File: src/design/jrf_pkg.sv
`default_nettype none

package jrf_pkg;

    localparam int NUM_INTERFACES = 4;
    localparam int NUM_AXES       = 4;
    localparam int REPORT_LEN     = NUM_AXES + 1;
    localparam int STORE_LEN      = REPORT_LEN * NUM_INTERFACES;
    localparam int IFX_W          = (NUM_INTERFACES > 1) ? $clog2(NUM_INTERFACES) : 1;
    localparam int ADDR_W         = $clog2(STORE_LEN);
    localparam int K_W            = $clog2(REPORT_LEN);

    localparam logic [7:0]  SYNC_MARK  = 8'hFF;
    localparam logic [15:0] RESET_IDLE = 16'h03E8;

    localparam logic [1:0] KIND_INT  = 2'd0;
    localparam logic [1:0] KIND_CTRL = 2'd1;
    localparam logic [1:0] KIND_IDLE = 2'd2;

    typedef enum logic [2:0] {
        OP_SERIAL   = 3'd0,
        OP_TICK     = 3'd1,
        OP_POLL     = 3'd2,
        OP_SET_IDLE = 3'd3,
        OP_GET_IDLE = 3'd4,
        OP_GET_RPT  = 3'd5
    } op_t;

    // controller -> datapath
    typedef struct packed {
        logic ld_item;
        logic serial;
        logic ser2;
        logic tick;
        logic set_idle;
        logic clr_k;
        logic cmp_step;
        logic emit_rpt;
        logic emit_idle;
        logic clr_cnt;
    } cmd_t;

    // datapath -> controller
    typedef struct packed {
        op_t  op;
        logic ifx_ok;
        logic poll_ok;
        logic need_ser2;
        logic expired;
        logic diff_any;
        logic k_last;
        logic out_free;
    } sts_t;

endpackage

`default_nettype wire

File: src/design/jrf_dpath.sv
`default_nettype none

module jrf_dpath (
    input  wire logic               clk,
    input  wire logic               rst_n,
    input  wire jrf_pkg::cmd_t      cmd,
    output jrf_pkg::sts_t           sts,
    input  wire logic [2:0]         opcode,
    input  wire logic [7:0]         data_byte,
    input  wire logic [15:0]        interface_index,
    input  wire logic               endpoint_ready,
    input  wire logic               device_configured,
    input  wire logic               cfg_we,
    input  wire logic [15:0]        cfg_wdata,
    output logic                    out_valid,
    input  wire logic               out_ready,
    output logic [1:0]              result_kind,
    output logic [2:0]              result_interface,
    output logic [7:0]              result_byte,
    output logic                    last_of_run
);

    localparam int NI = jrf_pkg::NUM_INTERFACES;
    localparam int SL = jrf_pkg::STORE_LEN;
    localparam int AW = jrf_pkg::ADDR_W;
    localparam int IW = jrf_pkg::IFX_W;
    localparam int KW = jrf_pkg::K_W;

    // latched item
    jrf_pkg::op_t    op_reg;
    logic [7:0]      db_reg;
    logic [IW-1:0]   ifx_reg;
    logic            ifx_ok_reg;
    logic            rdy_reg;
    logic            conf_reg;

    logic [7:0]      rpt_reg  [SL];
    logic [7:0]      sent_reg [SL];
    logic [AW-1:0]   wp_reg, wp_next;
    logic [1:0]      sync_reg, sync_next;
    logic [15:0]     cnt_reg [NI];
    logic [15:0]     per_reg [NI];
    logic [15:0]     limit_reg;
    logic [KW-1:0]   k_reg;
    logic            diff_reg;

    logic            ov_reg;
    logic [1:0]      kind_reg;
    logic [IW-1:0]   oifx_reg;
    logic [7:0]      obyte_reg;
    logic            olast_reg;

    logic            in_ok;
    logic [IW-1:0]   in_ifx;
    logic [AW-1:0]   wp_inc;
    logic            wr_en;
    logic [AW-1:0]   wr_addr;
    logic [7:0]      wr_data;
    logic [AW-1:0]   rd_addr;
    logic            byte_diff;
    logic            load_out;

    assign in_ok  = interface_index < 16'(NI);
    assign in_ifx = in_ok ? interface_index[IW-1:0] : '0;
    assign wp_inc = (wp_reg == AW'(SL - 1)) ? '0 : wp_reg + AW'(1);

    assign rd_addr   = AW'(ifx_reg) * AW'(jrf_pkg::REPORT_LEN) + AW'(k_reg);
    assign byte_diff = rpt_reg[rd_addr] != sent_reg[rd_addr];

    // serial write path
    always_comb
    begin
        wr_en     = 1'b0;
        wr_addr   = wp_reg;
        wr_data   = db_reg;
        wp_next   = wp_reg;
        sync_next = sync_reg;
        if (cmd.serial)
        begin
            if (db_reg == jrf_pkg::SYNC_MARK)
            begin
                if (sync_reg != 2'd2)
                    sync_next = sync_reg + 2'd1;
            end
            else
            begin
                sync_next = 2'd0;
                wr_en     = 1'b1;
                if (sync_reg == 2'd2)
                begin
                    wr_addr = '0;
                    wp_next = AW'(1);
                end
                else
                begin
                    if (sync_reg == 2'd1)
                        wr_data = jrf_pkg::SYNC_MARK;
                    wp_next = wp_inc;
                end
            end
        end
        else if (cmd.ser2)
        begin
            wr_en   = 1'b1;
            wp_next = wp_inc;
        end
    end

    always_ff @(posedge clk)
    begin
        if (cmd.ld_item)
        begin
            op_reg     <= jrf_pkg::op_t'(opcode);
            db_reg     <= data_byte;
            ifx_reg    <= in_ifx;
            ifx_ok_reg <= in_ok;
            rdy_reg    <= endpoint_ready;
            conf_reg   <= device_configured;
        end
        if (load_out)
        begin
            oifx_reg  <= ifx_reg;
            if (cmd.emit_idle)
            begin
                kind_reg  <= jrf_pkg::KIND_IDLE;
                obyte_reg <= per_reg[ifx_reg][9:2];
                olast_reg <= 1'b1;
            end
            else
            begin
                kind_reg  <= (op_reg == jrf_pkg::OP_POLL) ? jrf_pkg::KIND_INT
                                                           : jrf_pkg::KIND_CTRL;
                obyte_reg <= rpt_reg[rd_addr];
                olast_reg <= sts.k_last;
            end
        end
    end

    always_ff @(posedge clk or negedge rst_n)
    begin
        if (!rst_n)
        begin
            for (int i = 0; i < SL; i++)
            begin
                rpt_reg[i]  <= 8'd0;
                sent_reg[i] <= 8'd0;
            end
            for (int i = 0; i < NI; i++)
            begin
                cnt_reg[i] <= 16'd0;
                per_reg[i] <= jrf_pkg::RESET_IDLE;
            end
            wp_reg    <= '0;
            sync_reg  <= 2'd0;
            limit_reg <= jrf_pkg::RESET_IDLE;
            k_reg     <= '0;
            diff_reg  <= 1'b0;
            ov_reg    <= 1'b0;
        end
        else
        begin
            wp_reg   <= wp_next;
            sync_reg <= sync_next;
            if (wr_en)
                rpt_reg[wr_addr] <= wr_data;
            // poll sends: copy the report byte as it goes out
            if (cmd.emit_rpt && op_reg == jrf_pkg::OP_POLL)
                sent_reg[rd_addr] <= rpt_reg[rd_addr];
            if (cfg_we)
                limit_reg <= cfg_wdata;
            for (int i = 0; i < NI; i++)
            begin
                if (cmd.tick)
                    cnt_reg[i] <= cnt_reg[i] + 16'd1;
                else if (cmd.clr_cnt && ifx_reg == IW'(i))
                    cnt_reg[i] <= 16'd0;
            end
            if (cmd.set_idle)
                per_reg[ifx_reg] <= 16'({db_reg, 2'b00});
            if (cmd.clr_k)
                k_reg <= '0;
            else if (cmd.cmp_step || cmd.emit_rpt)
                k_reg <= k_reg + KW'(1);
            if (cmd.clr_k)
                diff_reg <= 1'b0;
            else if (cmd.cmp_step)
                diff_reg <= diff_reg | byte_diff;
            if (load_out)
                ov_reg <= 1'b1;
            else if (out_ready)
                ov_reg <= 1'b0;
        end
    end

    assign load_out = cmd.emit_rpt | cmd.emit_idle;

    always_comb
    begin
        sts.op        = op_reg;
        sts.ifx_ok    = ifx_ok_reg;
        sts.poll_ok   = ifx_ok_reg & rdy_reg & conf_reg;
        sts.need_ser2 = (db_reg != jrf_pkg::SYNC_MARK) && (sync_reg == 2'd1);
        sts.expired   = ((per_reg[ifx_reg] != 16'd0) && (cnt_reg[ifx_reg] >= per_reg[ifx_reg]))
                        || (cnt_reg[ifx_reg] >= limit_reg);
        sts.diff_any  = diff_reg | byte_diff;
        sts.k_last    = k_reg == KW'(jrf_pkg::REPORT_LEN - 1);
        sts.out_free  = !ov_reg || out_ready;
    end

    assign out_valid        = ov_reg;
    assign result_kind      = kind_reg;
    assign result_interface = 3'(oifx_reg);
    assign result_byte      = obyte_reg;
    assign last_of_run      = olast_reg;

endmodule

`default_nettype wire

File: src/design/jrf_ctrl.sv
`default_nettype none

module jrf_ctrl (
    input  wire logic           clk,
    input  wire logic           rst_n,
    input  wire logic           in_valid,
    output logic                in_ready,
    input  wire jrf_pkg::sts_t  sts,
    output jrf_pkg::cmd_t       cmd
);

    typedef enum logic [5:0] {
        S_IDLE    = 6'b000001,
        S_DECODE  = 6'b000010,
        S_SER2    = 6'b000100,
        S_CMP     = 6'b001000,
        S_EMIT    = 6'b010000,
        S_IDLEOUT = 6'b100000
    } state_t;

    state_t state_reg, state_next;

    assign in_ready = state_reg == S_IDLE;

    always_comb
    begin
        state_next = state_reg;
        cmd        = '0;
        unique case (state_reg)
            S_IDLE:
            begin
                cmd.ld_item = in_valid;
                if (in_valid)
                    state_next = S_DECODE;
            end
            S_DECODE:
            begin
                cmd.clr_k  = 1'b1;
                state_next = S_IDLE;
                unique case (sts.op)
                    jrf_pkg::OP_SERIAL:
                    begin
                        cmd.serial = 1'b1;
                        if (sts.need_ser2)
                            state_next = S_SER2;
                    end
                    jrf_pkg::OP_TICK:     cmd.tick = 1'b1;
                    jrf_pkg::OP_POLL:
                    begin
                        if (sts.poll_ok)
                            state_next = S_CMP;
                    end
                    jrf_pkg::OP_SET_IDLE: cmd.set_idle = sts.ifx_ok;
                    jrf_pkg::OP_GET_IDLE:
                    begin
                        if (sts.ifx_ok)
                            state_next = S_IDLEOUT;
                    end
                    jrf_pkg::OP_GET_RPT:  state_next = S_EMIT;
                    default:              state_next = S_IDLE;
                endcase
            end
            S_SER2:
            begin
                cmd.ser2   = 1'b1;
                state_next = S_IDLE;
            end
            S_CMP:
            begin
                cmd.cmp_step = 1'b1;
                if (sts.k_last)
                begin
                    if (sts.diff_any || sts.expired)
                    begin
                        cmd.clr_k   = 1'b1;
                        cmd.clr_cnt = 1'b1;
                        state_next  = S_EMIT;
                    end
                    else
                    begin
                        state_next = S_IDLE;
                    end
                end
            end
            S_EMIT:
            begin
                if (sts.out_free)
                begin
                    cmd.emit_rpt = 1'b1;
                    if (sts.k_last)
                        state_next = S_IDLE;
                end
            end
            S_IDLEOUT:
            begin
                if (sts.out_free)
                begin
                    cmd.emit_idle = 1'b1;
                    state_next    = S_IDLE;
                end
            end
            default: state_next = S_IDLE;
        endcase
    end

    always_ff @(posedge clk or negedge rst_n)
    begin
        if (!rst_n)
            state_reg <= S_IDLE;
        else
            state_reg <= state_next;
    end

endmodule

`default_nettype wire

File: src/design/joystick_report_framer_and_idle_gate.sv
// A get report or get idle transfer is latched and decoded before its first result byte is
//   registered; a poll that sends first walks a compare over the report; output stalls add delay.
// The report walks go one byte per cycle, the emit walk only while the output is free; a
//   serial byte after a lone sync mark takes an extra write state. One item at a time.
// Reset (rst_n, async low) clears both report stores, counters, sync count and write
//   position; idle periods and the default limit return to 1000.
`default_nettype none

module joystick_report_framer_and_idle_gate (
    input  wire logic        clk,
    input  wire logic        rst_n,
    // item channel
    input  wire logic        in_valid,
    output logic             in_ready,
    input  wire logic [2:0]  opcode,
    input  wire logic [7:0]  data_byte,
    input  wire logic [15:0] interface_index,
    input  wire logic        endpoint_ready,
    input  wire logic        device_configured,
    // default idle limit register
    input  wire logic        cfg_we,
    input  wire logic [15:0] cfg_wdata,
    // result channel, one byte per transfer
    output logic             out_valid,
    input  wire logic        out_ready,
    output logic [1:0]       result_kind,
    output logic [2:0]       result_interface,
    output logic [7:0]       result_byte,
    output logic             last_of_run
);

    // The controller sequences one item at a time: latch, decode, then a
    // compare walk over the addressed report, an emit walk, both in turn,
    // or an update. The datapath holds all stores and the output register,
    // so the item port reopens while the last byte still waits.
    jrf_pkg::cmd_t cmd;
    jrf_pkg::sts_t sts;

    jrf_ctrl u_ctrl (
        .clk      (clk),
        .rst_n    (rst_n),
        .in_valid (in_valid),
        .in_ready (in_ready),
        .sts      (sts),
        .cmd      (cmd)
    );

    jrf_dpath u_dpath (
        .clk               (clk),
        .rst_n             (rst_n),
        .cmd               (cmd),
        .sts               (sts),
        .opcode            (opcode),
        .data_byte         (data_byte),
        .interface_index   (interface_index),
        .endpoint_ready    (endpoint_ready),
        .device_configured (device_configured),
        .cfg_we            (cfg_we),
        .cfg_wdata         (cfg_wdata),
        .out_valid         (out_valid),
        .out_ready         (out_ready),
        .result_kind       (result_kind),
        .result_interface  (result_interface),
        .result_byte       (result_byte),
        .last_of_run       (last_of_run)
    );

endmodule

`default_nettype wire

File: config.mk
export PLATFORM = sky130hd
export DESIGN_NAME = joystick_report_framer_and_idle_gate
export DESIGN_NICKNAME = d
export VERILOG_FILES = /design/src/design/jrf_pkg.sv /design/src/design/jrf_dpath.sv /design/src/design/jrf_ctrl.sv /design/src/design/joystick_report_framer_and_idle_gate.sv
export SDC_FILE = /design/constraint.sdc
export NUM_CORES = 1
export LEC_CHECK = 0
export BUFFER_PORTS_ARGS = -buffer_cell sky130_fd_sc_hd__buf_4
export CAP_MARGIN = 20
export CORE_MARGIN = 3
export CORE_UTILIZATION = 40
export DETAILED_ROUTE_END_ITERATION = 6
export SYNTH_ARGS = -nofsm -noshare
export SYNTH_HDL_FRONTEND = slang
export SYNTH_SLANG_ARGS = --single-unit
File: constraint.sdc
create_clock -name clk -period 8.63 [get_ports clk]
set_input_delay 1.726 -clock clk [delete_from_list [all_inputs] [get_ports clk]]
set_output_delay 1.726 -clock clk [all_outputs]
set_load 0.01 [all_outputs]
# == Word-level counts from Yosys, hierarchy flattened ==
# Cells that the tools add are included.
# word_totals
reg_bits,511
mem_count,0
mem_bits_ro,0
mem_bits_rw,0
latch_bits,0
input_bits,50
elab_cells,228
output_inout_bits,16
# classes
addsub,8
eq_ne,29
n_bitwise,7
muxes,80
reduce_logical,29
n_div,0
shift,0
mul,1
magnitude_cmp,9
# op_table
operator,count
160-bit bitwise mux,2
16-bit 2-to-1 mux,13
8-bit 2-to-1 mux,11
8-bit binary-select mux with 5-bit select,2
8-bit demux with 5-bit select,2
16-bit by 1-bit adder with 16-bit output (second input constant),4
16-bit binary-select mux with 2-bit select,2
64-bit bitwise mux,1
5-bit 2-to-1 mux,9
6-bit 2-to-1 mux,6
16-bit demux with 2-bit select,1
16-bit >= comparator,2
6-bit one-hot mux with 5 select lines,1
6-bit one-hot mux with 4 select lines,1
1-bit 2-to-1 mux,21
16-bit by 3-bit < comparator with 1-bit output (second input constant),1
2-bit != test (second input constant),8
16-bit nonzero test,1
2-bit nonzero test,8
6-bit >= comparator (second input constant),2
6-bit by 1-bit < comparator with 1-bit output (second input constant),2
5-bit NOT with 6-bit output,2
1-bit logical AND,10
3-bit equality test (second input constant),3
34 further kinds,48

# == Depth between registers and ports, before layout ==
# Gate-level depths: netlist of run 1.
# depth
word_depth,15
mapped_depth,16
depth_no_buf,12

# == By module ==
# From an unflattened synthesis of run 1, not the netlist that was laid out.
# hier_totals
hier_cells,1904
hier_area_um2,22967.0
# modules_own_cells
mod,area_per_inst_um2,instances,seq_area_each_um2,cells_each
jrf_dpath,22509.1,1,12019.0,1848
jrf_ctrl,457.9,1,151.4,56

# == Worst setup path after synthesis of run 1 ==
# Ideal clock, no wire load.
# synth_path
kind,reg2reg
startpoint,reg u_dpath.ifx_reg[0]
endpoint,reg u_dpath.k_reg[2]
setup_time_ns,0.080
required_time_ns,8.550
t_arrival_ns,4.241
path_stages_with_launch,16
path_slack_ns,4.309
path_buffers,4
period_less_slack_ns,4.321
path_cell_list,edfxtp_1 -> buf_2 -> clkbuf_1 -> buf_1 -> mux4_2 -> ha_1 -> o21ai_0 -> nand2b_1 -> a21oi_1 -> o21ai_0 -> a41oi_1 -> a21oi_1 -> a2111oi_4 -> a21oi_2 -> buf_2 -> nor3_2
# synth_via
elab_chain_len,13
elab_cells_between_ends,29
classes_between,add/sub (1); mul (1); order compare (2); eq/ne (1); mux (16); bitwise (3); reduce/logical (5)
# synth_rtl
item,line,text
from (decl),jrf_dpath.sv:32,logic [IW-1:0] ifx_reg;
from (signal assigned),jrf_dpath.sv:115,ifx_reg <= in_ifx;
2-bit by 3-bit multiplier with 5-bit output,jrf_dpath.sv:67,assign rd_addr = AW'(ifx_reg) * AW'(jrf_pkg::REPORT_LEN) + AW'(k_reg);
5-bit by 3-bit adder with 5-bit output,jrf_dpath.sv:67,
5-bit NOT with 6-bit output (not written as such),jrf_dpath.sv:68,assign byte_diff = rpt_reg[rd_addr] != sent_reg[rd_addr];
8-bit binary-select mux with 5-bit select,jrf_dpath.sv:68,
8-bit 2-to-1 mux (not written as such) (2 in a row),jrf_dpath.sv:68,
8-bit != test,jrf_dpath.sv:68,
1-bit bitwise OR,jrf_dpath.sv:205,sts.diff_any = diff_reg | byte_diff;
1-bit logical OR (*),jrf_ctrl.sv:73,if (sts.diff_any || sts.expired)
1-bit 2-to-1 mux (*),jrf_ctrl.sv:73,
1-bit 2-to-1 mux (*),jrf_ctrl.sv:71,if (sts.k_last)
1-bit one-hot mux with 2 select lines (*),jrf_ctrl.sv:29,unique case (state_reg)
3-bit 2-to-1 mux / 2-bit nonzero test (equally long branches),-,
to (signal assigned),jrf_dpath.sv:183,k_reg <= k_reg + KW'(1);
to (decl),jrf_dpath.sv:44,logic [KW-1:0] k_reg;
# Mark *: on every way between the ends. The rest lies on a longest branch, timed or not. The select of a mux whose other input is x is not followed.
# A chain may end at the register's enable or synchronous reset.

# == Final worst setup path of run 1 ==
# layout_path
startpoint,reg u_dpath.ifx_reg[0]
endpoint,reg u_dpath.cnt_reg[43] in the netlist's numbering
# layout_via
elab_chain_len,14
elab_cells_between_ends,30
classes_between,add/sub (1); mul (1); order compare (2); eq/ne (2); mux (15); bitwise (3); reduce/logical (6)
# layout_rtl
item,line,text
2-bit by 3-bit multiplier with 5-bit output,jrf_dpath.sv:67,
5-bit by 3-bit adder with 5-bit output,jrf_dpath.sv:67,
5-bit NOT with 6-bit output (not written as such),jrf_dpath.sv:68,
8-bit binary-select mux with 5-bit select,jrf_dpath.sv:68,
8-bit 2-to-1 mux (not written as such) (2 in a row),jrf_dpath.sv:68,
8-bit != test,jrf_dpath.sv:68,
1-bit bitwise OR,jrf_dpath.sv:205,
1-bit logical OR,jrf_ctrl.sv:73,
1-bit 2-to-1 mux,jrf_ctrl.sv:73,
1-bit 2-to-1 mux,jrf_ctrl.sv:71,
1-bit 2-to-1 mux,jrf_ctrl.sv:29,
1-bit logical AND (*),jrf_dpath.sv:175,else if (cmd.clr_cnt && ifx_reg == IW'(i))
2-bit nonzero test (no line) (*),-,
"to (signal, indexed assignment)",jrf_dpath.sv:174,cnt_reg[i] <= cnt_reg[i] + 16'd1;
to (decl),jrf_dpath.sv:41,logic [15:0] cnt_reg [NI];
# Marked as above.

==> results of run 1 <==
## placed cells by master (no fill, tap or decap), drive strengths merged, types with 12 or more instances in the layout
master and count:
nand4 23, xor2 36, nor3 24, dfstp 31, nor2b 17, o21ai 177, ha 39, nor2 139
mux2i 39, and3 14, inv 45, buf 96, xnor2 25, a21oi 102, clkbuf 73, dfrtp 419
nand3 45, mux4 84, mux2 187, nand2b 14, edfxtp 29, nand2 237, a31oi 12, a22oi 17
## cell families (layout without fill, tap and decap cells)
kind of cell,Yosys count,after routing
and+or+nand+nor,560,560
buffers and inverters,162,233
DFF,479,479
xor gates and xnor gates,61,61
other,1,1
muxes,310,310
AOI/OAI and AO/OA,372,372
adders and majority gates,40,40
## stage by stage
stage	hold WS (ns)	utilization (%)	setup slack [ns]	instances
after global placement	0.456	42.8	2.66	2710
after CTS	0.480	46.0	2.42	2806
after detailed placement	0.466	42.8	2.41	2713
after global routing	0.499	46.1	2.20	2812
final	0.474	46.1	2.61	2812
after floorplan	0.444	-	4.31	1985
## how the worst max path moves through the flow
stage	startpoint	endpoint	slack, ns	cells after the start
after floorplan	u_dpath.ifx_reg[0]	u_dpath.k_reg[2]	4.31	15
after global placement	u_dpath.ifx_reg[0]	u_dpath.cnt_reg[44]	2.66	12
after detailed placement	u_dpath.ifx_reg[0]	u_dpath.cnt_reg[60]	2.41	11
after CTS	u_dpath.ifx_reg[0]	u_dpath.cnt_reg[57]	2.42	11
after global routing	u_dpath.ifx_reg[0]	u_dpath.cnt_reg[41]	2.20	13
final	u_dpath.ifx_reg[0]	u_dpath.cnt_reg[43]	2.61	13
## area by class of cell
type | instances | area share (%)
Inverter | 42 | 0.603
Clock inverter | 22 | 1.29
Sequential cell | 479 | 46.6
Clock buffer | 71 | 5.56
Multi-Input combinational cell | 1344 | 39.4
Tap cell | 756 | 3.62
Timing Repair Buffer | 98 | 2.98
## worst min-delay path: cells and delay by family, from the launching register on
family           cells  cell delay [ns]
flip-flops           1             0.33
AO/OA/AOI/OAI        1             0.06
AND/OR/NAND/NOR      1             0.04
## metal layers
layer	track usage, %	up-vias	routed length, um
li1	-	7179	-
met1	28.7	8037	27400
met2	31.0	433	27400
met3	3.40	101	3390
met4	5.90	0	1560
met5	0	-	0
## power by group
part           switching [mW]  internal (mW)  leakage, nW
sequential              0.108           2.40         6.40
combinational            1.68          0.850         4.40
clock                   0.922           1.42        0.883
==> metrics, run 1 <==
proportion of layout cells with a drive suffix above 1=25.2%; pwr dens=283 nW/um2; most common library cells after synthesis=sky130_fd_sc_hd__dfrtp_1 (419), sky130_fd_sc_hd__nand2_1 (237), sky130_fd_sc_hd__mux2_2 (187), sky130_fd_sc_hd__o21ai_0 (172), sky130_fd_sc_hd__nor2_1 (138); overflow left after global routing=0; total count of hold-check failures in the final report=0; skew final=0.0206 ns; vertical die dimension=246 um; CTS tree=yes; compound-cell area share of the yosys netlist=9.49%; Crit path largest cell delay=1.10 ns; synthesized instance count=1985; die area=60600 um2; Synth Flop Type=sky130_fd_sc_hd__dfrtp_1; post-synthesis net count=2075; sort of element at the start of the critical path=flop; simple-gate share of the synthesized area=11.1%; number of synthesis warnings=0; DRC violation total after the first TritonRoute iteration=1389; Synth Cell Area=23100 um2; cell area after layout=26100 um2; signed area change from the synthesized netlist to the final layout=13.3%; setup fix buffers added after clock tree synthesis=0; post-DP HPWL=40300 um; critical path endpoint category=flop; most frequent cell after synthesis=sky130_fd_sc_hd__dfrtp_1; Synth Area in XOR/XNOR=2.43%; vias after detailed routing=15.8k; floorplan core area=56700 um2; final count of pins violating max slew=0; total of fill cells in the finished design=5082; worst-case reg-to-reg path depth=13; RSZ-0062 raised after global routing=false; post-route DRC violation count=3; total of cells resized after clock tree synthesis=0; internal reg-to-reg setup slack=2.61 ns; Total Wirelength=59700 um; violations in the final reports=design-rule violations; number of cells on the worst hold path=2; number of port buffers=64; # rows=87; Worst-Skew Late Latency=0.60 ns; post-detailed-placement cell area=24300 um2; static leakage=11.7 nW; family with the most delay on the worst path=compound AO/OA/AOI/OAI gates; worst path arrival time=6.50 ns; sum of negative setup slack=0 ns; number of buffers and inverters on the critical path=3; global-route wire length before repair=94100 um; total power of the final layout=7.38 mW; Post-synth ARST share=93.9%; mean instance size in the synthesized netlist=11.6 um2; maximum resistive drop on vdd=0.000231 V; cts-stage hold buffer count=0; Clock Path Buffers=3; final weighted congestion in routability-driven placement=0.900; vias in the first global route=15.9k; # clock sinks=479; CTS H-tree depth=2; initial antenna violation count=0; hold crit path type=flop to flop; area share of the leading cell type in the synthesized netlist=45.5%; Min-Delay Startpoint=u_dpath.rpt_reg[110]; Multi-input gate area=10300 um2; number of antenna diodes=0; largest cells by area after synthesis=sky130_fd_sc_hd__dfrtp_1 (45%), sky130_fd_sc_hd__mux2_2 (9.1%), sky130_fd_sc_hd__mux4_2 (8.2%); area share of fa/ha/maj cells after synthesis=2.20%; status=finished with violations; count of pins on the block boundary=66; via/cell ratio=5.60; Critical Path Slowest Stage Cell=sky130_fd_sc_hd__fa_1; total area of sequential cells=12200 um2; Post-synth EDFFs=29; share of synthesized area occupied by flip-flops and latches=52.8%; cell-by-cell trace of the critical path=buf_4 -> ha_1 -> fa_1 -> inv_2 -> a211oi_2 -> o21a_1 -> a21oi_1 -> o21ai_2 -> xor2_1 -> nor3_4 -> a2111oi_2 -> buf_4 -> o21ai_0; horizontal extent of the die=246 um; clock tree root driver cell=sky130_fd_sc_hd__clkbuf_16; Final nets=2106; min Tclk post-route=6.02 ns; drt first pass iters=7; Worst EP required=9.11 ns; achievable clock frequency=166 MHz; main combinational cell family by area after synthesis=multiplexers; most prevalent standard cell on the critical path=sky130_fd_sc_hd__buf_4; WHS Endpoint=u_dpath.rpt_reg[110]; maxcap violations=0; starting density of the core=40.7%; cell type contributing the most total cell area after synthesis=sky130_fd_sc_hd__dfrtp_1; maximum number of pins on one net before global-route repair=175; mux contribution to synthesized area=19.0%; Setup Viol. Count Final=0; Distinct cells, synth=75; R2R Path End=u_dpath.cnt_reg[43]; CTS Buf Count=51; actual transition at the worst max-transition pin=1.18 ns; final clock period utilization by the worst path=69.8%; detailed-route wire length per cell=21.2 um; Worst-path clk slew=0.06 ns; startpoint of the worst register-to-register path=u_dpath.ifx_reg[0]; type of the worst setup path=flop to flop; GRT Resource Usage Total=19.9%; Detail Route Antenna Nets=0; Max Fanout on Critical Path=31; #FFs+latches synth=479; Max transition margin=20.8%
Note: power is estimated with default switching activity, not from simulation.
==> run 2, diff against run 1 <==
clock period = 5.5 ns   (was 8.63 ns; I/O delays follow)
==> metrics, run 2 (synthesis gave the netlist of run 1 again) <==
number of cells in the design after placement=2723 (+0.37%); sum of negative setup slack=0 ns (unchanged); Critical Path Start=u_dpath.k_reg[1]; Max Fanout on Critical Path=25 (-19%); proportion of layout cells with a drive suffix above 1=25.1% (-0.098 points); min Tclk post-route=5.11 ns (-0.907 ns); vias in the first global route=15.6k (-2.2%); maxcap violations=0 (unchanged); Critical Path Stages=14 (+1); CTS H-tree depth=2 (unchanged); CTS Buf Count=51 (unchanged); Worst EP required=6.02 ns (-3.09 ns); DRC violation total after the first TritonRoute iteration=1361 (-2.0%); signed area change from the synthesized netlist to the final layout=13.1%; number of port buffers=64 (unchanged); relative contribution of the clock network to total power=30.0% (-1.7 points); vias after detailed routing=15.6k (-0.99%); skew final=0.0217 ns (+0.00114 ns); count of pins on the block boundary=66 (unchanged); post-DP HPWL=40100 um (-0.67%); final non-filler cell total=2820 (+0.28%); post-route DRC violation count=0 (-3); most prevalent standard cell on the critical path=sky130_fd_sc_hd__buf_4; Final nets=2113 (+0.33%); Crit path largest cell delay=0.97 ns (-0.13 ns); internal reg-to-reg setup slack=0.39 ns (-2.22 ns); initial antenna violation count=1 (+1); most used cells in the layout excluding fill and tap cells=sky130_fd_sc_hd__dfrtp_1 (419), sky130_fd_sc_hd__nand2_1 (237), sky130_fd_sc_hd__mux2_2 (187); final weighted congestion in routability-driven placement=0.884 (-1.8%); net switching share of the total power=37.0% (+0.24 points); hold crit path type=flop to flop; drt first pass iters=5 (-2); status=complete, no violations; type of the worst setup path=flop to flop; number of antenna diodes=0 (unchanged); worst-case reg-to-reg path depth=14 (+1); vertical die dimension=246 um (unchanged); Total Wirelength=58300 um (-2.4%); GRT Resource Usage Total=19.6% (-0.36 points); sort of element at the start of the critical path=flop; die area=60600 um2 (unchanged); sequential cell fraction of total power=34.5% (+0.5 points); worst path arrival time=5.63 ns (-0.87 ns); RSZ-0062 raised after global routing=false; net switching power=4.23 mW (+56%); Detail Route Antenna Nets=0 (unchanged); Min-Delay Startpoint=u_dpath.rpt_reg[14]; global-route wire length before repair=92600 um (-1.6%); via/cell ratio=5.53 (-1.3%); actual transition at the worst max-transition pin=1.07 ns (-0.115 ns); floorplan core area=56700 um2 (unchanged); detailed-route wire length per cell=20.7 um (-2.7%); starting density of the core=40.7% (unchanged); cell-by-cell trace of the critical path=ha_1 -> ha_4 -> fa_1 -> inv_2 -> a211oi_2 -> buf_4 -> nand2_1 -> o221a_1 -> xnor2_1 -> nand4_1 -> nor3_4 -> a21oi_2 -> buf_4 -> a31oi_1; final count of pins violating max slew=0 (unchanged); Worst-path clk slew=0.06 ns (about the same); Worst-Skew Late Latency=0.61 ns (about the same); critical path endpoint category=flop; number of buffers and inverters on the critical path=3 (unchanged); Critical Path Slowest Stage Cell=sky130_fd_sc_hd__fa_1; endpoint of the most critical setup path=u_dpath.cnt_reg[31]; startpoint of the worst register-to-register path=u_dpath.k_reg[1]; maximum resistive drop on vdd=0.000501 V (+120%); Clock Path Buffers=3 (unchanged); family with the most delay on the worst path=adder cells; setup fix buffers added after clock tree synthesis=0 (unchanged); cts-stage hold buffer count=0 (unchanged); clock tree root driver cell=sky130_fd_sc_hd__clkbuf_16; horizontal extent of the die=246 um (unchanged); most common cell after layout, fill and taps aside=sky130_fd_sc_hd__dfrtp_1; overflow left after global routing=0 (unchanged); # rows=87 (unchanged); R2R Path End=u_dpath.cnt_reg[31]; static leakage=11.7 nW (-0.24%); maximum number of pins on one net before global-route repair=120 (-31%); CTS tree=yes; final clock period utilization by the worst path=93.0% (+23 points); Setup Viol. Count Final=0 (unchanged); pwr dens=438 nW/um2 (+55%); part of the total power dissipated in combinational logic=35.5% (+1.2 points); Max transition margin=28.4% (+7.6 points); total of cells resized after clock tree synthesis=0 (unchanged); total count of hold-check failures in the final report=0 (unchanged); # clock sinks=479 (unchanged); achievable clock frequency=196 MHz (+18%); internal power contribution=7.20 mW (+54%)
[run 2: cell count changes in the layout (fill, tap and decap cells not counted), sizes merged]
cell / before / now
buf: 96 / 105
clkbuf: 73 / 82
clkinv: 11 / 5
bufinv: 8 / 3
clkinvlp: 0 / 1
[run 2: final cells by class]
class | count | area (um2)
clock buffers | 82 | 1490
clock inverters | 12 | 175
fillers | 5097 | 30600
inverters | 42 | 158
multi-input cells | 1344 | 10300
flip-flops and latches | 479 | 12200
well taps | 756 | 946
repair buffers | 105 | 862
[run 2: worst min path at each step]
stage,to,slack [ns],cells after the start
finish,u_dpath.rpt_reg[14],0.48,2
global placement,u_dpath.rpt_reg[45],0.46,2
floorplan,u_dpath.rpt_reg[9],0.44,2
CTS,u_dpath.rpt_reg[42],0.48,2
global route,u_dpath.rpt_reg[110],0.50,2
detailed placement,u_dpath.rpt_reg[9],0.47,2
[run 2: layer usage]
metal	GRT usage, %	part of all wire [%]
met5	0	0.022
met4	5.12	2.1
met3	3.05	5.4
met2	30.3	46
met1	28.8	47
[run 2: worst reg2reg max path, cell delays in order (launching register included)]
cell and delay, ns:
sky130_fd_sc_hd__dfrtp_1 0.41, sky130_fd_sc_hd__ha_1 0.34, sky130_fd_sc_hd__ha_4 0.18, sky130_fd_sc_hd__fa_1 0.97
sky130_fd_sc_hd__inv_2 0.25, sky130_fd_sc_hd__a211oi_2 0.26, sky130_fd_sc_hd__buf_4 0.22, sky130_fd_sc_hd__nand2_1 0.11
sky130_fd_sc_hd__o221a_1 0.59, sky130_fd_sc_hd__xnor2_1 0.30, sky130_fd_sc_hd__nand4_1 0.17, sky130_fd_sc_hd__nor3_4 0.54
sky130_fd_sc_hd__a21oi_2 0.20, sky130_fd_sc_hd__buf_4 0.28, sky130_fd_sc_hd__a31oi_1 0.22
[run 2: power by group through the flow]
stage | sequential (mW) | clock (mW) | combinational [mW]
2_1_floorplan | 3.92 | 0 | 2.75
3_3_place_gp | 3.99 | 0 | 3.99
3_5_place_dp | 4.00 | 0 | 4.05
4_1_cts | 3.93 | 3.51 | 4.06
5_1_grt | 3.96 | 3.66 | 4.37
6_report | 3.94 | 3.43 | 4.06
[run 2: metrics by stage]
step / util [%] / total power [mW] / worst slack [ns] / cell area [um2] / hold slack [ns]
global placement: 43.0 / 7.98 / 0.614 / 24400 / 0.457
finish: 46.0 / 11.4 / 0.385 / 26100 / 0.477
detailed placement: 43.0 / 8.05 / 0.437 / 24400 / 0.466
global route: 46.0 / 12.0 / 0.0539 / 26100 / 0.501
floorplan: - / 6.68 / 1.18 / 23100 / 0.444
CTS: 45.9 / 11.5 / 0.432 / 26100 / 0.480
==> run 3, diff against run 2 <==
BUFFER_PORTS_ARGS = not set   (was -buffer_cell sky130_fd_sc_hd__buf_4)
DONT_BUFFER_PORTS = 1   (was not set)
==> metrics, run 3 (synthesis gave the netlist of run 1 again) <==
post-route DRC violation count=0 (unchanged); type of the worst setup path=flop to flop; cell area after layout=25700 um2 (-1.7%); static leakage=11.4 nW (-2.3%); number of cells in the design after placement=2662 (-2.2%); actual transition at the worst max-transition pin=2.07 ns (+1.00 ns); status=finished with violations; total count of hold-check failures in the final report=0 (unchanged); horizontal extent of the die=246 um (unchanged); via/cell ratio=5.56 (+0.55%); violations in the final reports=max-slew violations; # clock sinks=479 (unchanged); number of buffers and inverters on the critical path=2 (-1); min Tclk post-route=4.89 ns (-0.228 ns); Crit path largest cell delay=0.84 ns (-0.13 ns); cell-by-cell trace of the critical path=ha_1 -> ha_4 -> fa_1 -> inv_2 -> a211oi_2 -> o21a_1 -> a21oi_1 -> o21ai_2 -> xor2_1 -> nor3_4 -> a2111oi_2 -> buf_4 -> o21ai_0; post-DP HPWL=39000 um (-2.6%); worst path arrival time=5.35 ns (-0.28 ns); signed area change from the synthesized netlist to the final layout=11.2%; setup fix buffers added after clock tree synthesis=0 (unchanged); number of antenna diodes=0 (unchanged); GRT Resource Usage Total=19.5% (-0.097 points); Clock Path Buffers=3 (unchanged); die area=60600 um2 (unchanged); Critical Path Slowest Stage Cell=sky130_fd_sc_hd__fa_1; number of port buffers=0 (-100%); achievable clock frequency=205 MHz (+4.7%); # rows=87 (unchanged); total of cells resized after clock tree synthesis=0 (unchanged); maximum resistive drop on vdd=0.000435 V (-13%); final clock period utilization by the worst path=88.9% (-4.1 points); Critical Path Stages=13 (-1); CTS Buf Count=51 (unchanged); Max transition margin=-38.2% (-67 points); most used cells in the layout excluding fill and tap cells=sky130_fd_sc_hd__dfrtp_1 (419), sky130_fd_sc_hd__nand2_1 (237), sky130_fd_sc_hd__mux2_2 (187); critical path endpoint category=flop; CTS tree=yes; sort of element at the start of the critical path=flop; final count of pins violating max slew=258 (+258); total power of the final layout=11.5 mW (+0.37%); overflow left after global routing=0 (unchanged); initial antenna violation count=1 (unchanged); count of pins on the block boundary=66 (unchanged); vertical die dimension=246 um (unchanged); post-detailed-placement cell area=23900 um2 (-2.1%); proportion of layout cells with a drive suffix above 1=23.3% (-1.8 points); Worst EP required=5.96 ns (-0.06 ns); Critical Path Start=u_dpath.k_reg[1]; startpoint of the worst register-to-register path=u_dpath.k_reg[1]; RSZ-0062 raised after global routing=false; clock tree root driver cell=sky130_fd_sc_hd__clkbuf_16; vias in the first global route=15.8k (+1.2%); worst-case reg-to-reg path depth=13 (-1); Setup Viol. Count Final=0 (unchanged); Worst-path clk slew=0.07 ns (about the same); family with the most delay on the worst path=compound AO/OA/AOI/OAI gates; Total Wirelength=57900 um (-0.65%); internal reg-to-reg setup slack=0.61 ns (+0.23 ns); Max Fanout on Critical Path=22 (-12%); cts-stage hold buffer count=0 (unchanged); detailed-route wire length per cell=21.0 um (+1.5%); CTS H-tree depth=2 (unchanged); drt first pass iters=6 (+1); Detail Route Antenna Nets=0 (unchanged); floorplan core area=56700 um2 (unchanged); vias after detailed routing=15.3k (-1.6%); Final nets=2052 (-2.9%); maximum number of pins on one net before global-route repair=451 (+280%); hold slack=0.214 ns (-0.262 ns); maxcap violations=0 (unchanged); skew final=0.0385 ns (+0.0168 ns); hold crit path type=input pin to asynchronous set/reset pin; total of fill cells in the finished design=5129 (+0.63%); final weighted congestion in routability-driven placement=0.877 (-0.79%); global-route wire length before repair=92100 um (-0.52%); pwr dens=447 nW/um2 (+2.1%); final non-filler cell total=2760 (-2.1%); DRC violation total after the first TritonRoute iteration=1353 (-0.59%); most common cell after layout, fill and taps aside=sky130_fd_sc_hd__dfrtp_1; sum of negative setup slack=0 ns (unchanged); starting density of the core=40.7% (unchanged); Worst-Skew Late Latency=0.61 ns (about the same)
-- run 3: cell count changes in the layout (fill, tap and decap cells not counted), sizes merged --
cell / delta
inv: +1
clkbuf: -17
bufinv: +2
clkinvlp: +1
clkinv: +14
buf: -61
-- run 3: cell type report --
type,instances,area (um2),area share (%)
clock buffer,65,1410,5.49
clock inverter,30,338,1.32
inverter,42,158,0.615
multi-input combinational,1344,10300,40.1
sequential,479,12200,47.4
tap,756,946,3.69
timing repair buffer,44,355,1.39
-- run 3: metrics by stage --
step,util (%),setup slack [ns]
floorplan,-,1.18
finish,45.2,0.613
global route,45.2,0.201
CTS,45.2,0.563
detailed placement,42.1,0.601
global placement,42.1,0.465
-- run 3: worst paths after layout --
check                                              to
worst min-delay path                u_dpath.wp_reg[2]
worst min register to register    u_dpath.rpt_reg[74]
max in group asynchronous       u_dpath.limit_reg[11]
worst max-delay path              u_dpath.cnt_reg[61]
worst max register to register    u_dpath.cnt_reg[61]
min in group clk                  u_dpath.rpt_reg[74]
-- run 3: where the power goes --
| part | total, mW | internal, mW | switching (mW) |
|---|---|---|---|
| Sequential | 3.94 | 3.77 | 0.171 |
| Clock | 3.55 | 2.07 | 1.48 |
| Combinational | 3.98 | 1.41 | 2.57 |
| Total | 11.5 | 7.25 | 4.22 |
-- run 3: worst reg2reg max path, stage by stage (launching register included) --
cell                        delay (ns)
sky130_fd_sc_hd__dfrtp_1          0.42
sky130_fd_sc_hd__ha_1             0.35
sky130_fd_sc_hd__ha_4             0.18
sky130_fd_sc_hd__fa_1             0.84
sky130_fd_sc_hd__inv_2            0.21
sky130_fd_sc_hd__a211oi_2         0.34
sky130_fd_sc_hd__o21a_1           0.19
sky130_fd_sc_hd__a21oi_1          0.06
sky130_fd_sc_hd__o21ai_2          0.77
sky130_fd_sc_hd__xor2_1           0.30
sky130_fd_sc_hd__nor3_4           0.10
sky130_fd_sc_hd__a2111oi_2        0.64
sky130_fd_sc_hd__buf_4            0.28
sky130_fd_sc_hd__o21ai_0          0.08
-- run 3: per-layer routing --
layer	part of all wire, %	wire (um)	track usage [%]
met2	46	26600	30.1
met5	0.12	72	0.735
met1	46	26500	27.6
met4	2.3	1340	5.75
met3	5.8	3380	4.21
